### src/rtl/cbm_pkg.sv
// Types and constants of the cartridge bank mapper
`default_nettype none
package cbm_pkg;

    typedef enum logic [2:0] {
        KIND_NROM  = 3'd0,
        KIND_MMC1  = 3'd1,
        KIND_UXROM = 3'd2,
        KIND_CNROM = 3'd3,
        KIND_AXROM = 3'd4,
        KIND_GXROM = 3'd5
    } kind_t;

    typedef enum logic [1:0] {
        MMC1_CONTROL = 2'd0,
        MMC1_CHR0    = 2'd1,
        MMC1_CHR1    = 2'd2,
        MMC1_PRG     = 2'd3
    } mmc1_reg_t;

    typedef enum logic [1:0] {
        PRG_32K_A  = 2'd0,
        PRG_32K_B  = 2'd1,
        PRG_FIX_LO = 2'd2,
        PRG_FIX_HI = 2'd3
    } prg_mode_t;

    localparam logic CFG_MAPPER_KIND = 1'b0;
    localparam logic CFG_PRG_COUNT   = 1'b1;

    localparam int CFG_DATA_W = 6;
    localparam int ADDR_W     = 16;
    localparam int DATA_W     = 8;
    localparam int BANK_W     = 5;
    localparam int MIRROR_W   = 2;

    localparam logic [4:0] SHIFT_EMPTY   = 5'b10000;
    localparam logic [4:0] CTRL_RESET    = 5'h0C;
    localparam logic [4:0] CTRL_PRG_FIX  = 5'h0C;
    localparam logic [2:0] KIND_RESET    = 3'd0;
    localparam logic [5:0] COUNT_RESET   = 6'd2;

endpackage
`default_nettype wire

### src/rtl/cbm_wr_if.sv
// CPU write channel: valid/ready handshake with address and data
`default_nettype none
interface cbm_wr_if;
    import cbm_pkg::*;

    logic              valid;
    logic              ready;
    logic [ADDR_W-1:0] cpu_address;
    logic [DATA_W-1:0] write_data;

    modport source (output valid, output cpu_address, output write_data, input ready);
    modport sink   (input valid, input cpu_address, input write_data, output ready);
endinterface
`default_nettype wire

### src/rtl/cbm_bank_if.sv
// Bank result channel: valid/ready handshake with bank numbers and mirroring
`default_nettype none
interface cbm_bank_if;
    import cbm_pkg::*;

    logic                valid;
    logic                ready;
    logic [BANK_W-1:0]   prg_bank_low;
    logic [BANK_W-1:0]   prg_bank_high;
    logic [BANK_W-1:0]   chr_bank_low;
    logic [BANK_W-1:0]   chr_bank_high;
    logic [MIRROR_W-1:0] mirror_mode;

    modport source (output valid, output prg_bank_low, output prg_bank_high,
                    output chr_bank_low, output chr_bank_high, output mirror_mode,
                    input ready);
    modport sink   (input valid, input prg_bank_low, input prg_bank_high,
                    input chr_bank_low, input chr_bank_high, input mirror_mode,
                    output ready);
endinterface
`default_nettype wire

### src/rtl/cartridge_bank_mapper_core.sv
// An accepted write goes into the input register, then its bank result into the result register.
// Throughput: one write per clock while the result side is not stalled; input register and result register run as a
// two-stage pipeline, so a stall on the result side holds at most one item in each.
// Reset (rst_n low, asynchronous): pipeline empties, mapper kind NROM, 2 PRG banks,
// MMC1 shift holds its marker, control 0x0C, all bank selects zero.
`default_nettype none
module cartridge_bank_mapper_core
    import cbm_pkg::*;
#(
    parameter int MAX_PRG_BANKS = 32
) (
    input  wire                   clk,
    input  wire                   rst_n,
    input  wire                   cfg_we,
    input  wire [0:0]             cfg_index,
    input  wire [CFG_DATA_W-1:0]  cfg_data,
    cbm_wr_if.sink                wr,
    cbm_bank_if.source            bank
);

    localparam logic [5:0] MAX_COUNT = 6'(MAX_PRG_BANKS);

    // configuration
    logic [2:0] kind_reg;
    logic [5:0] count_reg;

    // mapper state
    logic [4:0] shift_reg, shift_next;
    logic [4:0] ctrl_reg, ctrl_next;
    logic [4:0] chr0_reg, chr0_next;
    logic [4:0] chr1_reg, chr1_next;
    logic [3:0] prg_reg, prg_next;
    logic [2:0] sprg_reg, sprg_next;
    logic [1:0] schr_reg, schr_next;

    // input stage
    logic              s1_valid_reg;
    logic [ADDR_W-1:0] addr_reg;
    logic [DATA_W-1:0] data_reg;

    // result stage
    logic                out_valid_reg;
    logic [BANK_W-1:0]   pl_reg, pl_next;
    logic [BANK_W-1:0]   ph_reg, ph_next;
    logic [BANK_W-1:0]   cl_reg, cl_next;
    logic [BANK_W-1:0]   ch_reg, ch_next;
    logic [MIRROR_W-1:0] mir_reg, mir_next;

    logic       s1_fire;
    logic       out_free;
    logic [4:0] shifted;
    logic [5:0] eff_count;
    logic [4:0] last_bank;
    logic [4:0] nrom_high;

    assign out_free = !out_valid_reg || bank.ready;
    assign s1_fire  = s1_valid_reg && out_free;
    assign wr.ready = !s1_valid_reg || out_free;

    always_ff @(posedge clk or negedge rst_n)
    begin
        if (!rst_n)
        begin
            kind_reg  <= KIND_RESET;
            count_reg <= COUNT_RESET;
        end
        else if (cfg_we)
        begin
            unique case (cfg_index)
                CFG_MAPPER_KIND: kind_reg  <= cfg_data[2:0];
                CFG_PRG_COUNT:   count_reg <= cfg_data;
                default:         ;
            endcase
        end
    end

    always_ff @(posedge clk or negedge rst_n)
    begin
        if (!rst_n)
        begin
            s1_valid_reg <= 1'b0;
        end
        else if (wr.ready)
        begin
            s1_valid_reg <= wr.valid;
        end
    end

    always_ff @(posedge clk)
    begin
        if (wr.ready && wr.valid)
        begin
            addr_reg <= wr.cpu_address;
            data_reg <= wr.write_data;
        end
    end

    always_ff @(posedge clk or negedge rst_n)
    begin
        if (!rst_n)
        begin
            shift_reg <= SHIFT_EMPTY;
            ctrl_reg  <= CTRL_RESET;
            chr0_reg  <= '0;
            chr1_reg  <= '0;
            prg_reg   <= '0;
            sprg_reg  <= '0;
            schr_reg  <= '0;
        end
        else if (s1_fire)
        begin
            shift_reg <= shift_next;
            ctrl_reg  <= ctrl_next;
            chr0_reg  <= chr0_next;
            chr1_reg  <= chr1_next;
            prg_reg   <= prg_next;
            sprg_reg  <= sprg_next;
            schr_reg  <= schr_next;
        end
    end

    // last bank: count 0 reads as 1, saturates at MAX_PRG_BANKS
    always_comb
    begin
        eff_count = count_reg;
        if (eff_count == 6'd0)
        begin
            eff_count = 6'd1;
        end
        if (eff_count > MAX_COUNT)
        begin
            eff_count = MAX_COUNT;
        end
        last_bank = 5'(eff_count - 6'd1);
        nrom_high = (count_reg == 6'd1) ? 5'd0 : 5'd1;
    end

    // state update for the write in the input register
    always_comb
    begin
        shift_next = shift_reg;
        ctrl_next  = ctrl_reg;
        chr0_next  = chr0_reg;
        chr1_next  = chr1_reg;
        prg_next   = prg_reg;
        sprg_next  = sprg_reg;
        schr_next  = schr_reg;
        shifted    = {data_reg[0], shift_reg[4:1]};
        if (addr_reg[15])
        begin
            unique case (kind_t'(kind_reg))
                KIND_MMC1:
                begin
                    if (data_reg[7])
                    begin
                        shift_next = SHIFT_EMPTY;
                        ctrl_next  = ctrl_reg | CTRL_PRG_FIX;
                    end
                    else if (!shift_reg[0])
                    begin
                        shift_next = shifted;
                    end
                    else
                    begin
                        // marker reached bit 0: fifth write commits
                        shift_next = SHIFT_EMPTY;
                        unique case (mmc1_reg_t'(addr_reg[14:13]))
                            MMC1_CONTROL: ctrl_next = shifted;
                            MMC1_CHR0:    chr0_next = shifted;
                            MMC1_CHR1:    chr1_next = shifted;
                            MMC1_PRG:     prg_next  = shifted[3:0];
                            default:      ;
                        endcase
                    end
                end
                KIND_UXROM, KIND_AXROM: sprg_next = data_reg[2:0];
                KIND_CNROM:             schr_next = data_reg[1:0];
                KIND_GXROM:
                begin
                    sprg_next = {1'b0, data_reg[5:4]};
                    schr_next = data_reg[1:0];
                end
                default: ;
            endcase
        end
    end

    // bank outputs from the updated state
    always_comb
    begin
        pl_next  = '0;
        ph_next  = nrom_high;
        cl_next  = 5'd0;
        ch_next  = 5'd1;
        mir_next = '0;
        unique case (kind_t'(kind_reg))
            KIND_MMC1:
            begin
                unique case (prg_mode_t'(ctrl_next[3:2]))
                    PRG_32K_A, PRG_32K_B:
                    begin
                        pl_next = {1'b0, prg_next[3:1], 1'b0};
                        ph_next = {1'b0, prg_next[3:1], 1'b1};
                    end
                    PRG_FIX_LO:
                    begin
                        pl_next = 5'd0;
                        ph_next = {1'b0, prg_next};
                    end
                    PRG_FIX_HI:
                    begin
                        pl_next = {1'b0, prg_next};
                        ph_next = last_bank;
                    end
                    default: ;
                endcase
                if (ctrl_next[4])
                begin
                    cl_next = chr0_next;
                    ch_next = chr1_next;
                end
                else
                begin
                    cl_next = {chr0_next[4:1], 1'b0};
                    ch_next = {chr0_next[4:1], 1'b1};
                end
                mir_next = ctrl_next[1:0];
            end
            KIND_UXROM:
            begin
                pl_next = {2'b00, sprg_next};
                ph_next = last_bank;
            end
            KIND_CNROM:
            begin
                cl_next = {2'b00, schr_next, 1'b0};
                ch_next = {2'b00, schr_next, 1'b1};
            end
            KIND_AXROM:
            begin
                pl_next = {1'b0, sprg_next, 1'b0};
                ph_next = {1'b0, sprg_next, 1'b1};
            end
            KIND_GXROM:
            begin
                pl_next = {2'b00, sprg_next[1:0], 1'b0};
                ph_next = {2'b00, sprg_next[1:0], 1'b1};
                cl_next = {2'b00, schr_next, 1'b0};
                ch_next = {2'b00, schr_next, 1'b1};
            end
            default: ;
        endcase
    end

    always_ff @(posedge clk or negedge rst_n)
    begin
        if (!rst_n)
        begin
            out_valid_reg <= 1'b0;
        end
        else if (out_free)
        begin
            out_valid_reg <= s1_valid_reg;
        end
    end

    always_ff @(posedge clk)
    begin
        if (s1_fire)
        begin
            pl_reg  <= pl_next;
            ph_reg  <= ph_next;
            cl_reg  <= cl_next;
            ch_reg  <= ch_next;
            mir_reg <= mir_next;
        end
    end

    assign bank.valid         = out_valid_reg;
    assign bank.prg_bank_low  = pl_reg;
    assign bank.prg_bank_high = ph_reg;
    assign bank.chr_bank_low  = cl_reg;
    assign bank.chr_bank_high = ch_reg;
    assign bank.mirror_mode   = mir_reg;

endmodule
`default_nettype wire

### src/flat_wrapper.sv
// flat-port wrapper written by rule: the top's interface ports become plain ports
module cartridge_bank_mapper_core_flat import cbm_pkg::*;
#(
    parameter int MAX_PRG_BANKS = 32
)
  (clk, rst_n, cfg_we, cfg_index, cfg_data, wr_valid, wr_cpu_address, wr_write_data, wr_ready, bank_valid, bank_prg_bank_low, bank_prg_bank_high, bank_chr_bank_low, bank_chr_bank_high, bank_mirror_mode, bank_ready);
  cbm_wr_if wr_i ();
  cbm_bank_if bank_i ();
  input  wire clk;
  input  wire rst_n;
  input  wire cfg_we;
  input  wire [0:0] cfg_index;
  input  wire [CFG_DATA_W-1:0] cfg_data;
  input wire logic [$bits(wr_i.valid)-1:0] wr_valid;
  input wire logic [$bits(wr_i.cpu_address)-1:0] wr_cpu_address;
  input wire logic [$bits(wr_i.write_data)-1:0] wr_write_data;
  output wire logic [$bits(wr_i.ready)-1:0] wr_ready;
  output wire logic [$bits(bank_i.valid)-1:0] bank_valid;
  output wire logic [$bits(bank_i.prg_bank_low)-1:0] bank_prg_bank_low;
  output wire logic [$bits(bank_i.prg_bank_high)-1:0] bank_prg_bank_high;
  output wire logic [$bits(bank_i.chr_bank_low)-1:0] bank_chr_bank_low;
  output wire logic [$bits(bank_i.chr_bank_high)-1:0] bank_chr_bank_high;
  output wire logic [$bits(bank_i.mirror_mode)-1:0] bank_mirror_mode;
  input wire logic [$bits(bank_i.ready)-1:0] bank_ready;
  assign wr_i.valid = wr_valid;
  assign wr_i.cpu_address = wr_cpu_address;
  assign wr_i.write_data = wr_write_data;
  assign wr_ready = wr_i.ready;
  assign bank_valid = bank_i.valid;
  assign bank_prg_bank_low = bank_i.prg_bank_low;
  assign bank_prg_bank_high = bank_i.prg_bank_high;
  assign bank_chr_bank_low = bank_i.chr_bank_low;
  assign bank_chr_bank_high = bank_i.chr_bank_high;
  assign bank_mirror_mode = bank_i.mirror_mode;
  assign bank_i.ready = bank_ready;
  cartridge_bank_mapper_core #(.MAX_PRG_BANKS(MAX_PRG_BANKS)) u_core (.clk(clk), .rst_n(rst_n), .cfg_we(cfg_we), .cfg_index(cfg_index), .cfg_data(cfg_data), .wr(wr_i), .bank(bank_i));
endmodule
### config.mk
export PLATFORM = sky130hd
export DESIGN_NAME = cartridge_bank_mapper_core_flat
export DESIGN_NICKNAME = d
export VERILOG_FILES = /design/src/rtl/cbm_pkg.sv /design/src/rtl/cbm_wr_if.sv /design/src/rtl/cbm_bank_if.sv /design/src/rtl/cartridge_bank_mapper_core.sv /design/src/flat_wrapper.sv
export SDC_FILE = /design/constraint.sdc
export NUM_CORES = 1
export LEC_CHECK = 0
export BUFFER_PORTS_ARGS = -buffer_cell sky130_fd_sc_hd__buf_2
export CORE_ASPECT_RATIO = 1.25
export CORE_MARGIN = 2
export CORE_UTILIZATION = 56
export CTS_CLUSTER_DIAMETER = 80
export CTS_CLUSTER_SIZE = 28
export DETAILED_ROUTE_END_ITERATION = 8
export PLACE_DENSITY = 0.79
export SYNTH_ARGS = -nofsm -noshare
export SYNTH_HDL_FRONTEND = slang
export SYNTH_SLANG_ARGS = --single-unit
### constraint.sdc
create_clock -name clk -period 2.22 [get_ports clk]
set_input_delay 0.111 -clock clk [delete_from_list [all_inputs] [get_ports clk]]
set_output_delay 0.111 -clock clk [all_outputs]
set_load 0.01 [all_outputs]
==> reports/results.tsv <==
stage	metric	value	unit
min_path	worst_hold_path_type	in -> reg	
placed_design	placed_area	3862	um2
timing	tightest_slew	925.1	ps
timing	grt_setup_unrepaired	no	
clock_tree	tritoncts	yes	
finish	finalNonFillerCells	454	
timing	period_minus_slack	2135	ps
drt	wl_met2	4030	um
placed_design	dpl.hpwl	5256	um
synthesis	synthFlopType	dfrtp_1	
floorplan	core	5857	um2
timing	hold_viol	0	
placed_design	io_buffers	43	
synthesis	synth.area.top_cells	dfrtp_1 (26%), edfxtp_1 (26%), mux2_2 (8.5%), mux2i_1 (6.4%), dfstp_2 (3.1%)	
timing	tns	0	ps
clock_tree	cts_root_buf	clkbuf_8	
placed_design	gp_congestion	0.8256	
synthesis	synth_cells	290	
critical_path	critPathMaxFanout	4	
pwr	p_leak	1.776	nW
drt	vias_per_cell	5.659	
clock_tree	postCtsSetupRepairBufs	0	
drt	drt_iter0_drc	169	
outcome	status	finished clean	
timing	fmax	468.4	MHz
synthesis	yosysTopAreaCellShare	26.30	%
job	cap_viol_max_count	0	
timing	finClkSkew	9.512	ps
placed_design	dp_cells	423	
drt	met3_length	322	um
synthesis	synth_edf_count	30	
pwr	pwr_density_cell	772.2	nW/um2
critical_path	startpoint_type	flop	
floorplan	fp.dieW	73.96	um
timing	slew_headroom	38.33	%
drt	drc	0	
global_routing	grt_start_max_net_pins	41	
drt	routed_wl	7426	um
synthesis	seq_area_frac_synth	55.66	%
finish	antenna_cells	0	
floorplan	pin_count	60	
critical_path	critical_path_class	reg -> reg	
finish	synthToLayoutAreaGrowth	23.56	%
global_routing	antenna_found_initial	0	
critical_path	endpoint_kind	flop	
finish	num-nets-final	404	
floorplan	die_height	91.45	um
synthesis	async_flop_share	57.14	%
drt	wire_per_inst	16.36	um
clock_tree	clk_latency	350	ps
critical_path	regToRegSetupSlack	80	ps
clock_tree	cts.sinks	70	
finish	drive_gt1_share	34.14	%
clock_tree	cts_buffers	9	
synthesis	avgSynthCellArea	11.81	um2
drt	firstDrtPassIters	4	
timing	period_share	96.17	%
finish	most-common-layout-cells	buf_2 (43), dfrtp_1 (36), edfxtp_1 (30)	
clock_tree	clockBufferDepth	2	
finish	n_fill_cell	405	
global_routing	grtUsageTotal	24.20	%
pwr	vdd_ir_drop_max	520.5	uV
timing	setup_viol_count_final	0	
clock_tree	htreeDepth	3	
pwr	p_total	3.269	mW
synthesis	synth_area_leader_cell	dfrtp_1	
drt	wl_met1	2878	um
finish	final_common_cell	buf_2	
floorplan	initial_core_util	58.49	%
floorplan	die_area	6763	um2
synthesis	netlist_area	3426	um2
synthesis	synth_seq_cells	70	
critical_path	required	2410	ps
synthesis	synth_fp_nets	327	
finish	finalInstanceArea	4233	um2
synthesis	synth_cell_types	58	
timing	finalMaxSlewViolations	0	
global_routing	grt_pass1_wl	12150	um
drt	postRouteAntennaNets	0	
clock_tree	clkTransAtPathRegs	70	ps
timing	holdWs	15.81	ps
critical_path	cp.arrival	2320	ps
global_routing	grt.overflow.total	0	
synthesis	yosys_warnings	0	
floorplan	rows	31	
global_routing	grt_pass1_vias	2573	
drt	top_layer	met4	
drt	vias	2569	
-- metrics by stage --
| stage | utilization [%] | worst slack, ps |
|---|---|---|
| 2_1_floorplan | - | 184.8 |
| 3_3_place_gp | 65.95 | 105.5 |
| 5_1_grt | 72.27 | 22.99 |
| 3_5_place_dp | 65.95 | 57.26 |
| 6_report | 72.27 | 84.99 |
| 4_1_cts | 71.93 | 49.54 |
-- path summary, 6_finish.rpt --
kind | startpoint | endpoint | cells after the start
min reg2reg | u_core.prg_reg[1] | u_core.prg_reg[1] | 2
max reg2reg | u_core.kind_reg[2] | u_core.bank.chr_bank_high[2] | 5
min | cfg_data[0] | u_core.kind_reg[0] | 2
min in group asynchronous | rst_n | u_core.count_reg[4] | 2
max in group asynchronous | rst_n | u_core.chr1_reg[1] | 2
max | u_core.kind_reg[2] | u_core.bank.chr_bank_high[2] | 5
-- kinds of logic (layout without fill, tap and decap cells) --
family	count (synthesis)	count (layout)	synth area share (%)
simple gates	84	84	13.37
xor+xnor	1	1	0.2557
compound gates	61	61	12.09
flops	70	70	55.66
mux	49	49	15.38
fa+ha+maj	1	1	0.3652
buf+inv	23	105	2.775
other cells	1	1	0.1095
-- where the power goes --
group	switching (mW)	internal [mW]
Sequential	0.137	1.51
Clock	0.468	0.549
Combinational	0.320	0.280
-- what timing repair did --
action | 4_1_cts | 5_1_grt
endpoints found under the hold margin | 50 | 0
setup endpoints to repair | 0 | 7
hold buffers | 15 | 0
resized for setup | 0 | 4
-- area by class of cell --
class / count / area, um2 / area share [%]
flip-flops and latches: 70 / 1907 / 45.05
multi-input cells: 197 / 1444 / 34.11
repair buffers: 84 / 560.5 / 13.24
clock buffers: 11 / 141.4 / 3.340
well taps: 82 / 102.6 / 2.424
clock inverters: 5 / 58.81 / 1.389
inverters: 5 / 18.77 / 0.4434
-- worst max-delay path, stage by stage, from the launching register on --
cell,delay (ps)
dfrtp_1,420
or3b_1,440
or4_4,570
mux2i_1,140
mux2_2,280
o22ai_1,130
-- cell usage after synthesis (all sizes together) (5+ instances only) --
| library cell | count |
|---|---|
| dfrtp | 36 |
| edfxtp | 30 |
| nand2 | 27 |
| mux2 | 26 |
| mux2i | 23 |
| o21ai | 20 |
| clkbuf | 14 |
| nor2 | 12 |
| nand2b | 8 |
| nor3 | 7 |
| o22ai | 7 |
| a21oi | 5 |
| inv | 5 |
| nand3 | 5 |
-- layer usage --
metal	track usage, %	vias to the layer above
met3	6.659	18
met2	41.67	85
met4	10.61	0
li1	-	1233
met1	27.27	1233
met5	0	-
Note: power is estimated with default switching activity, not from simulation.
